$ cat config.mk
export PLATFORM = sky130hd
export DESIGN_NAME = relu_bound_relaxation_backsub_core
export DESIGN_NICKNAME = d
export VERILOG_FILES = /design/src/rtl/core/rbr_pkg.sv /design/src/rtl/core/rbr_div.sv /design/src/rtl/core/relu_bound_relaxation_backsub_core.sv
export SDC_FILE = /design/constraint.sdc
export NUM_CORES = 2
export LEC_CHECK = 0
export ABC_AREA = 1
export BUFFER_PORTS_ARGS = -buffer_cell sky130_fd_sc_hd__buf_2
export CAP_MARGIN = 15
export CORE_MARGIN = 5
export CORE_UTILIZATION = 50
export DETAILED_ROUTE_END_ITERATION = 12
export HOLD_SLACK_MARGIN = 0.06
export PLACE_DENSITY = 0.66
export SETUP_SLACK_MARGIN = 0.4
export SYNTH_ARGS = -nofsm -noshare
export SYNTH_HDL_FRONTEND = slang
export SYNTH_SLANG_ARGS = --single-unit
$ cat constraint.sdc
create_clock -name clk -period 16.4 [get_ports clk]
set_input_delay 0.82 -clock clk [delete_from_list [all_inputs] [get_ports clk]]
set_output_delay 0.82 -clock clk [all_outputs]
set_load 0.01 [all_outputs]
$ cat src/rtl/core/rbr_pkg.sv
`timescale 1ns / 1ps
// ----------------------------------------------------------------------------
// rbr_pkg
// shared widths and constants of the relu bound relaxation core
// ----------------------------------------------------------------------------
package rbr_pkg;

  // fixed-point format default
  parameter int FRAC_BITS_DEF = 16;

  // field widths
  parameter int COEF_W = 32;
  parameter int ACC_W  = 48;
  parameter int IN_W   = 4 * COEF_W;
  parameter int OUT_W  = 2 * COEF_W + 2 * ACC_W;

  // saturation limits of the bias sums
  parameter logic signed [ACC_W-1:0] ACC_MAX = {1'b0, {(ACC_W-1){1'b1}}};
  parameter logic signed [ACC_W-1:0] ACC_MIN = {1'b1, {(ACC_W-1){1'b0}}};

endpackage

$ cat src/rtl/core/rbr_div.sv
`timescale 1ns / 1ps
// ----------------------------------------------------------------------------
// rbr_div
// radix-2 restoring divider for the upper slope, one quotient bit a cycle
// ----------------------------------------------------------------------------
module rbr_div #(
  parameter int FRAC_BITS = rbr_pkg::FRAC_BITS_DEF
) (
  input  logic                            clk,
  input  logic                            rst,
  input  logic                            start,
  input  logic [rbr_pkg::COEF_W-1:0]      num,
  input  logic [rbr_pkg::COEF_W-1:0]      den,
  output logic [FRAC_BITS:0]              quot,
  output logic                            done
);

  localparam int CW = $clog2(FRAC_BITS + 1);
  localparam int W  = rbr_pkg::COEF_W;

  logic [W:0]    rem;
  logic [W-1:0]  dreg;
  logic [CW-1:0] cnt;
  logic          busy;
  logic [W:0]    trial;
  logic [W:0]    diff;
  logic          take;

  // first step compares the numerator as is, later steps shift in a zero
  always_comb begin
    trial = (cnt == '0) ? rem : {rem[W-1:0], 1'b0};
    take  = trial >= {1'b0, dreg};
    diff  = trial - {1'b0, dreg};
  end

  // iteration control and datapath
  always_ff @(posedge clk) begin
    if (rst) begin
      busy <= 1'b0;
      done <= 1'b0;
      cnt  <= '0;
    end else begin
      done <= 1'b0;
      if (start) begin
        rem  <= {1'b0, num};
        dreg <= den;
        cnt  <= '0;
        busy <= 1'b1;
      end else if (busy) begin
        rem  <= take ? diff : trial;
        quot <= {quot[FRAC_BITS-1:0], take};
        if (cnt == CW'(FRAC_BITS)) begin
          busy <= 1'b0;
          done <= 1'b1;
        end else begin
          cnt <= cnt + 1'b1;
        end
      end
    end
  end

endmodule

$ cat src/rtl/core/relu_bound_relaxation_backsub_core.sv
`timescale 1ns / 1ps
// one item at a time: the input is taken only while the sequencer is idle, so a new
// item waits until the last one's result sits in the output register
// the work of an item is the serial slope divider (FRAC_BITS + 1 steps) and
// five passes through the shared 32x32 multiplier; the output register frees the input
// reset: synchronous, clears the sequencer, the output valid and both bias sums
// ----------------------------------------------------------------------------
// relu_bound_relaxation_backsub_core
// back-substitutes lower and upper coefficients through one relu neuron per
// item and keeps saturating per-row bias sums
// ----------------------------------------------------------------------------
module relu_bound_relaxation_backsub_core #(
  parameter int FRAC_BITS = rbr_pkg::FRAC_BITS_DEF
) (
  input  logic                       clk,
  input  logic                       rst,
  // lower_bound, upper_bound, lower_coef, upper_coef
  input  logic [rbr_pkg::IN_W-1:0]   s_axis_tdata,
  input  logic                       s_axis_tlast,   // row_end
  input  logic                       s_axis_tvalid,
  output logic                       s_axis_tready,
  // new_lower_coef, new_upper_coef, lower_bias_sum, upper_bias_sum
  output logic [rbr_pkg::OUT_W-1:0]  m_axis_tdata,
  output logic                       m_axis_tlast,   // sums_final
  output logic                       m_axis_tvalid,
  input  logic                       m_axis_tready
);

  localparam int CW    = rbr_pkg::COEF_W;
  localparam int AW    = rbr_pkg::ACC_W;
  localparam int UPD_W = FRAC_BITS + 1;
  localparam int PW    = 2 * CW - FRAC_BITS;
  localparam int SW    = ((PW > AW) ? PW : AW) + 1;

  // multiply steps: first only issues, last only takes, the rest take and issue
  localparam logic [2:0] ISSUE_FIRST = 3'd0;
  localparam logic [2:0] TAKE_UPB    = 3'd1;
  localparam logic [2:0] TAKE_NL     = 3'd2;
  localparam logic [2:0] TAKE_LTERM  = 3'd3;
  localparam logic [2:0] TAKE_NU     = 3'd4;
  localparam logic [2:0] TAKE_UTERM  = 3'd5;

  typedef enum logic [1:0] {ST_IDLE, ST_DIV, ST_MUL, ST_ACC} state_t;

  state_t state;
  logic [2:0] step;

  // input decode
  logic signed [CW-1:0] in_lb, in_ub, in_lc, in_uc;
  logic [CW-1:0]        in_lbr_mag, in_ubr, in_den;
  logic                 in_lowd;
  logic                 accept;

  // item registers
  logic signed [CW-1:0] lc, uc;
  logic                 last;
  logic                 lowd;
  logic [CW-1:0]        lbr_mag;
  logic [UPD_W-1:0]     upd;
  logic [CW-1:0]        upb;
  logic signed [CW-1:0] nl, nu;
  logic signed [PW-1:0] lterm, uterm;

  // shared multiplier
  logic [CW-1:0]        mul_a, mul_b, lc_mag, uc_mag;
  logic [2*CW-1:0]      mul_p, prod;
  logic [PW-1:0]        prod_hi;

  // bias accumulation
  logic signed [AW-1:0] acc_l, acc_u, sat_l, sat_u;
  logic signed [SW-1:0] sum_l, sum_u;

  // output register
  logic signed [CW-1:0] o_nl, o_nu;
  logic signed [AW-1:0] o_lsum, o_usum;
  logic                 out_free;

  // divider
  logic [FRAC_BITS:0]   div_quot;
  logic                 div_done;

  assign in_lb = s_axis_tdata[CW-1:0];
  assign in_ub = s_axis_tdata[2*CW-1:CW];
  assign in_lc = s_axis_tdata[3*CW-1:2*CW];
  assign in_uc = s_axis_tdata[4*CW-1:3*CW];

  assign s_axis_tready = (state == ST_IDLE) && !rst;
  assign accept        = s_axis_tvalid && s_axis_tready;
  assign out_free      = !m_axis_tvalid || m_axis_tready;
  assign m_axis_tdata  = {o_usum, o_lsum, o_nu, o_nl};

  // clamped bounds, slope denominator and lower slope choice
  always_comb begin
    in_lbr_mag = in_lb[CW-1] ? CW'(-in_lb) : '0;
    in_ubr     = (in_ub > 32'sd0) ? CW'(in_ub) : '0;
    if (in_lbr_mag == '0 && in_ubr == '0) begin
      in_ubr = CW'(1);
    end
    in_den = in_ubr + in_lbr_mag;
    if (!in_lb[CW-1]) begin
      in_lowd = 1'b1;
    end else begin
      in_lowd = (in_ub > 32'sd0) && (in_ubr > in_lbr_mag);
    end
  end

  rbr_div #(
    .FRAC_BITS (FRAC_BITS)
  ) u_div (
    .clk   (clk),
    .rst   (rst),
    .start (accept),
    .num   (in_ubr),
    .den   (in_den),
    .quot  (div_quot),
    .done  (div_done)
  );

  // multiplier operand select
  always_comb begin
    lc_mag = lc[CW-1] ? CW'(-lc) : CW'(lc);
    uc_mag = uc[CW-1] ? CW'(-uc) : CW'(uc);
    unique case (step)
      ISSUE_FIRST: begin mul_a = lbr_mag; mul_b = CW'(upd); end
      TAKE_UPB:    begin mul_a = lc_mag;  mul_b = CW'(upd); end
      TAKE_NL:     begin mul_a = lc_mag;  mul_b = upb;      end
      TAKE_LTERM:  begin mul_a = uc_mag;  mul_b = CW'(upd); end
      TAKE_NU:     begin mul_a = uc_mag;  mul_b = upb;      end
      default:     begin mul_a = '0;      mul_b = '0;       end
    endcase
  end

  assign mul_p   = mul_a * mul_b;
  assign prod_hi = prod[2*CW-1:FRAC_BITS];

  // saturating bias sums
  always_comb begin
    sum_l = SW'(acc_l) + SW'(lterm);
    sum_u = SW'(acc_u) + SW'(uterm);
    if ((&sum_l[SW-1:AW-1]) || !(|sum_l[SW-1:AW-1])) begin
      sat_l = sum_l[AW-1:0];
    end else begin
      sat_l = sum_l[SW-1] ? rbr_pkg::ACC_MIN : rbr_pkg::ACC_MAX;
    end
    if ((&sum_u[SW-1:AW-1]) || !(|sum_u[SW-1:AW-1])) begin
      sat_u = sum_u[AW-1:0];
    end else begin
      sat_u = sum_u[SW-1] ? rbr_pkg::ACC_MIN : rbr_pkg::ACC_MAX;
    end
  end

  // sequencer, datapath registers and output register
  always_ff @(posedge clk) begin
    if (rst) begin
      state         <= ST_IDLE;
      step          <= ISSUE_FIRST;
      m_axis_tvalid <= 1'b0;
      acc_l         <= '0;
      acc_u         <= '0;
    end else begin
      if (m_axis_tvalid && m_axis_tready && state != ST_ACC) begin
        m_axis_tvalid <= 1'b0;
      end
      unique case (state)
        ST_IDLE: begin
          if (accept) begin
            lc      <= in_lc;
            uc      <= in_uc;
            last    <= s_axis_tlast;
            lowd    <= in_lowd;
            lbr_mag <= in_lbr_mag;
            state   <= ST_DIV;
          end
        end
        ST_DIV: begin
          if (div_done) begin
            upd   <= div_quot;
            step  <= ISSUE_FIRST;
            state <= ST_MUL;
          end
        end
        ST_MUL: begin
          prod <= mul_p;
          unique case (step)
            TAKE_UPB:   upb   <= prod_hi[CW-1:0];
            TAKE_NL:    nl    <= lc[CW-1] ? CW'(32'd0 - prod_hi[CW-1:0])
                                          : (lowd ? lc : '0);
            TAKE_LTERM: lterm <= lc[CW-1] ? ({PW{1'b0}} - prod_hi) : '0;
            TAKE_NU:    nu    <= uc[CW-1] ? (lowd ? uc : '0)
                                          : prod_hi[CW-1:0];
            TAKE_UTERM: uterm <= uc[CW-1] ? '0 : prod_hi;
            default: ;
          endcase
          if (step == TAKE_UTERM) begin
            state <= ST_ACC;
          end else begin
            step <= step + 1'b1;
          end
        end
        ST_ACC: begin
          if (out_free) begin
            o_nl          <= nl;
            o_nu          <= nu;
            o_lsum        <= sat_l;
            o_usum        <= sat_u;
            m_axis_tlast  <= last;
            m_axis_tvalid <= 1'b1;
            acc_l         <= last ? '0 : sat_l;
            acc_u         <= last ? '0 : sat_u;
            state         <= ST_IDLE;
          end
        end
        default: state <= ST_IDLE;
      endcase
    end
  end

endmodule

Word-level counts from Yosys, hierarchy flattened
Index checks and enable logic that the tools add are counted.
{"block": "totals", "reg_bits": 723, "inputBits": 133, "out_inout_bits": 163, "word_cells": 145}
{"block": "op_classes", "add_sub_neg": 11, "mul": 1, "order_cmp": 3, "eq_ne": 15, "n_mux": 36, "n_bitwise": 4, "n_reduce_logical": 46}
{"cell": "$mux 32", "n": 9}
{"cell": "$mux 48", "n": 6}
{"cell": "$mux 33", "n": 3}
{"cell": "$add 48x48->49", "n": 2}
{"cell": "$neg 32->32", "n": 3}
{"cell": "$pmux 32 s3", "n": 1}
{"cell": "$logic_not 32->1", "n": 2}
{"cell": "$mul 32x32->64", "n": 1}
{"cell": "$pmux 32 s2", "n": 1}
{"cell": "$sub 1x48->48 const A", "n": 1}
{"cell": "$ge 33x32->1", "n": 1}
{"cell": "$sub 33x32->33", "n": 1}
{"cell": "$add 32x32->32", "n": 1}
{"cell": "$gt 32x1->1 const B", "n": 1}
{"cell": "$gt 32x32->1", "n": 1}
{"cell": "$sub 1x32->32 const A", "n": 1}
{"cell": "$mux 31", "n": 1}
{"cell": "$reduce_and 3->1", "n": 10}
{"cell": "$reduce_and 2->1", "n": 7}
{"cell": "$reduce_or 2->1", "n": 6}
{"cell": "$ne 2x2->1 const B", "n": 5}
{"cell": "$mux 2", "n": 4}
{"cell": "$pmux 2 s4", "n": 1}
{"cell": "$mux 1", "n": 7}
{"cell": "other kinds (21)", "n": 40}

Logic depth before layout (Yosys ltp)
{"block": "depth", "ltp_word": 7, "mapped_depth": 44}

By module
A second synthesis with hierarchy kept.
{"block": "unflattened", "cells_unflattened": 9956, "area_unflattened_um2": 78406.4}
{"module": "relu_bound_relaxation_backsub_core", "n_inst": 1, "cells_per_inst": 8964, "area_per_inst_um2": 71586.2}
{"module": "rbr_div", "n_inst": 1, "cells_per_inst": 992, "area_per_inst_um2": 6820.3}

Worst setup path before layout
Ideal clock, no wire load.
{"block": "synth_timing", "path_type": "input port to flip-flop", "start": "input port rst", "end": "register m_axis_tlast, enable pin", "setup_time_ns": 0.685, "t_arrival_ns": 8.003, "t_required_ns": 15.715, "path_slack_ns": 7.712, "cell_stages": 3, "path_buffers": 2, "path_cell_list": "clkbuf_1 -> clkbuf_1 -> nor2_1"}
{"block": "synth_via", "elab_chain_len": 2}
{"element": "start: declaration", "line_no": "relu_bound_relaxation_backsub_core.sv:16", "rtl": "input logic rst,"}
{"element": "$not 1->1 (no line)"}
{"element": "$reduce_and 3->1 (no line)"}
{"element": "end signal: assignment", "line_no": "relu_bound_relaxation_backsub_core.sv:206", "rtl": "m_axis_tlast <= last;"}
{"element": "end: declaration", "line_no": "relu_bound_relaxation_backsub_core.sv:24", "rtl": "output logic m_axis_tlast,"}
Every way passes these cells.
A chain may end at the register's enable or synchronous reset.

Worst setup path after layout
{"block": "layout_timing", "start": "register step[0]", "end": "register prod[53] (data pin)"}
{"block": "layout_via", "elab_chain_len": 4, "elab_cells_between_ends": 12}
{"element": "start: declaration", "line_no": "relu_bound_relaxation_backsub_core.sv:46", "rtl": "logic [2:0] step;"}
{"element": "start signal: assignment", "line_no": "relu_bound_relaxation_backsub_core.sv:197", "rtl": "step <= step + 1'b1;"}
{"element": "$eq 3x2->1 (tied with other cells)", "line_no": "relu_bound_relaxation_backsub_core.sv:123", "rtl": "unique case (step)"}
{"element": "$reduce_or 3->1 (no line) / $reduce_or 2->1 (equally long branches)"}
{"element": "$pmux 32 s2 / $pmux 32 s3 (equally long branches)", "line_no": "relu_bound_relaxation_backsub_core.sv:123"}
{"element": "$mul 32x32->64 *", "line_no": "relu_bound_relaxation_backsub_core.sv:133", "rtl": "assign mul_p = mul_a * mul_b;"}
{"element": "named net mul_p[53]", "line_no": "relu_bound_relaxation_backsub_core.sv:66", "rtl": "logic [2*CW-1:0] mul_p, prod;"}
{"element": "end signal: assignment", "line_no": "relu_bound_relaxation_backsub_core.sv:183", "rtl": "prod <= mul_p;"}
{"element": "end: declaration", "line_no": "relu_bound_relaxation_backsub_core.sv:66"}
Mark *: on every way through the listed nets, which the timed path passes. The rest lies on a longest branch.

==> results.toml <==
[run_status]
status = "finished clean"

[flow_run]
maxCapViolCount = 0

[final_layout]
nets = 11300
final_core_util_pct = 54.4
fillCellCount = 14600
drive_gt1_share_pct = 9.11
multi_input_area_um2 = 47800
areaGrowthSynthToFinish_pct = 7.92
seq_area_um2 = 20100

[logic_synthesis]
synth_cell_types = 71
syn_area_um2 = 77800
syn_inst = 9692
ys_ff_latch = 707
ys.flop_type = "edfxtp_1"
yosys_warnings = 0
synthArstFlopShare_pct = 0
syn_nets = 11200
syn_area_per_cell_um2 = 8.03
synth_edf_count = 598
seq_area_frac_synth_pct = 25.9

[drt]
wirelength_mm = 266
dr_total_vias = 65000
antenna_left = 0
drt_iter0_markers = 5896
drt_first_pass_iters = 6
avgRoutedWirePerCell_um = 22.3
drc_errors = 0
viasPerCell = 5.43

[worst_setup_path]
end_kind = "flip-flop"
path_common_cell = "inv_1"
worstSetupPathType = "reg -> reg"
slowest_stage = "nand2_1"
reg2regPathDepth = 33
cp.required_ps = 16840
path_max_fanout = 22
critPathLaunchType = "flip-flop"
crit_arrival_ps = 10620
rrSetupSlack_ps = 6220
r2r_start = "step[0]"
r2r-end = "prod[53]"
slowest_delay_ps = 760

[die]
die_width_um = 405
die_h_um = 405
io_pins = 296
rows = 144
start_util_pct = 50.4
die_area_um2 = 164000
coreArea_um2 = 154000

[clocking]
clock_latency_ps = 710
htreeDepth = 3
cts.clk_slew.worst_paths_ps = 70
cts_buffers = 78
cts_tree = "done"
postCtsSetupBuffers = 0
cts_resized = 0
clock_tree.buffer_depth = 3
cts_hold_buf = 0
clockRootBuffer = "clkbuf_16"
clock-sinks = 707

[timing]
period_needed_ps = 10180
min_period_over_period_pct = 62.1
finalHoldViolations = 0
drv_slew = 0
slew_headroom_pct = 27.7
fin_tns_setup_ps = 0
fin_worst_skew_ps = 73.4
tightestPinTransition_ps = 1080
rsz0062_at_grt = "no"
setup_viol = 0
timing.fmax_mhz = 98.3

[worst_hold_path]
min_to = "lc[5]"
min_path_cells = 1
hp-class = "in -> reg"
min_from = "s_axis_tdata[69]"

[global_route]
antenna_found_initial = 13
grt_pass1_vias = 65700
grtUsageTotal_pct = 32.4
grt_max_degree = 74
grt_pass1_wl_mm = 403
overflow = 0

[place]
numPortBuffers = 295
dp.final_hpwl_mm = 216
place.gp.congestion = 1.01
## sequential cells by signal (all words and copies together), names as in the netlist, 17 cells and up
register,count
acc_u,48
uterm,48
o_nl,32
prod,48
lterm,48
o_usum,48
o_nu,32
nl,32
upb,32
nu,32
u_div.rem,33
o_lsum,48
uc,32
u_div.dreg,32
lbr_mag,32
lc,32
u_div.quot,17
upd,17
acc_l,48
## stage by stage
step,area [µm²],worst slack [ps],cells,hold slack [ps]
finish,84000,6220,12000,287
global route,84000,5760,12000,254
CTS,84000,6320,12000,243
detailed placement,81300,6290,11800,405
global placement,81300,6410,11800,405
floorplan,77800,7710,9692,400
## cell families (layout without fill, tap and decap cells)
family / count (synthesis) / count (layout) / share of synthesized area (%)
flip-flops: 707 / 707 / 25.9
adder cells (fa/ha/maj): 1365 / 1365 / 30.6
XOR/XNOR: 161 / 161 / 1.81
multiplexers: 1 / 1 / 0.0145
buffers and inverters: 2607 / 2823 / 13.0
other: 1 / 6 / 0.00482
AND/OR/NAND/NOR: 3810 / 3810 / 20.7
AO/OA/AOI/OAI: 1040 / 1040 / 7.93
## cells in the mapped netlist, drive strengths merged, types with 29 or more instances
cell type  instances  area (µm²)
a21oi            508        2820
ha               466        5830
buf              118         783
dfxtp            109        2180
inv             2291        8600
nor3             110         592
o21bai            48         360
edfxtp           598       18000
o22ai             37         231
nand3            340        1800
o21ai            292        1560
nor2             673        2670
nand4             69         438
fa               899       18000
clkbuf           197         743
o21a              29         218
nand2           2564       10300
xnor2             55         482
xor2             106         928
## how the worst max path moves through the flow
stage,endpoint,start,slack (ps),cells after the start
3_5_place_dp,prod[53],step[0],6290,33
2_1_floorplan,m_axis_tlast,rst,7710,3
5_1_grt,prod[61],step[0],5760,35
4_1_cts,prod[53],step[0],6320,33
6_report,prod[53],step[0],6220,33
3_3_place_gp,prod[53],step[0],6410,33
## routing by layer
layer	routed length [µm]	vias to the layer above	track usage, %
li1	-	29900	-
met1	112000	32000	44.5
met2	124000	2644	53.4
met3	19400	465	4.66
met4	10000	6	10.4
met5	38	-	0
## placed cells by master (no fill, tap or decap), types with 29 or more instances in the layout
master     count
nand3_1      320
fa_1         899
o21bai_1      48
nand4_1       68
edfxtp_1     598
inv_2         35
nand2_1     2411
dfxtp_1      109
nand2_4       56
xnor2_1       55
nor2_1       622
buf_2        294
nor2_2        35
o22ai_1       37
ha_1         466
o21ai_0      253
buf_4         91
a21oi_2       74
inv_1       2255
nand2_2       97
o21a_1        29
a21oi_1      434
clkbuf_16     78
nor3_1       103
xor2_1       106
## final cells by class
type                       instances  area share (%)
multi-input combinational       6378            56.9
sequential                       707            24.0
inverter                        2292            10.2
tap                             2044            3.04
timing repair buffer             387            2.61
clock buffer                      92            2.39
clock inverter                    52           0.798
antenna                            5          0.0149
## worst max-delay path, delay by kind of cell, from the launching register on
family / cells / cell delay [ps]
buffers and inverters: 9 / 990
AO/OA/AOI/OAI: 5 / 1310
AND/OR/NAND/NOR: 9 / 2730
adder cells (fa/ha/maj): 10 / 4560
flip-flops: 1 / 330
Power is left out: the tool's default activity adds up to more than one toggle a clock period on the data nets, which glitch-free logic cannot reach.
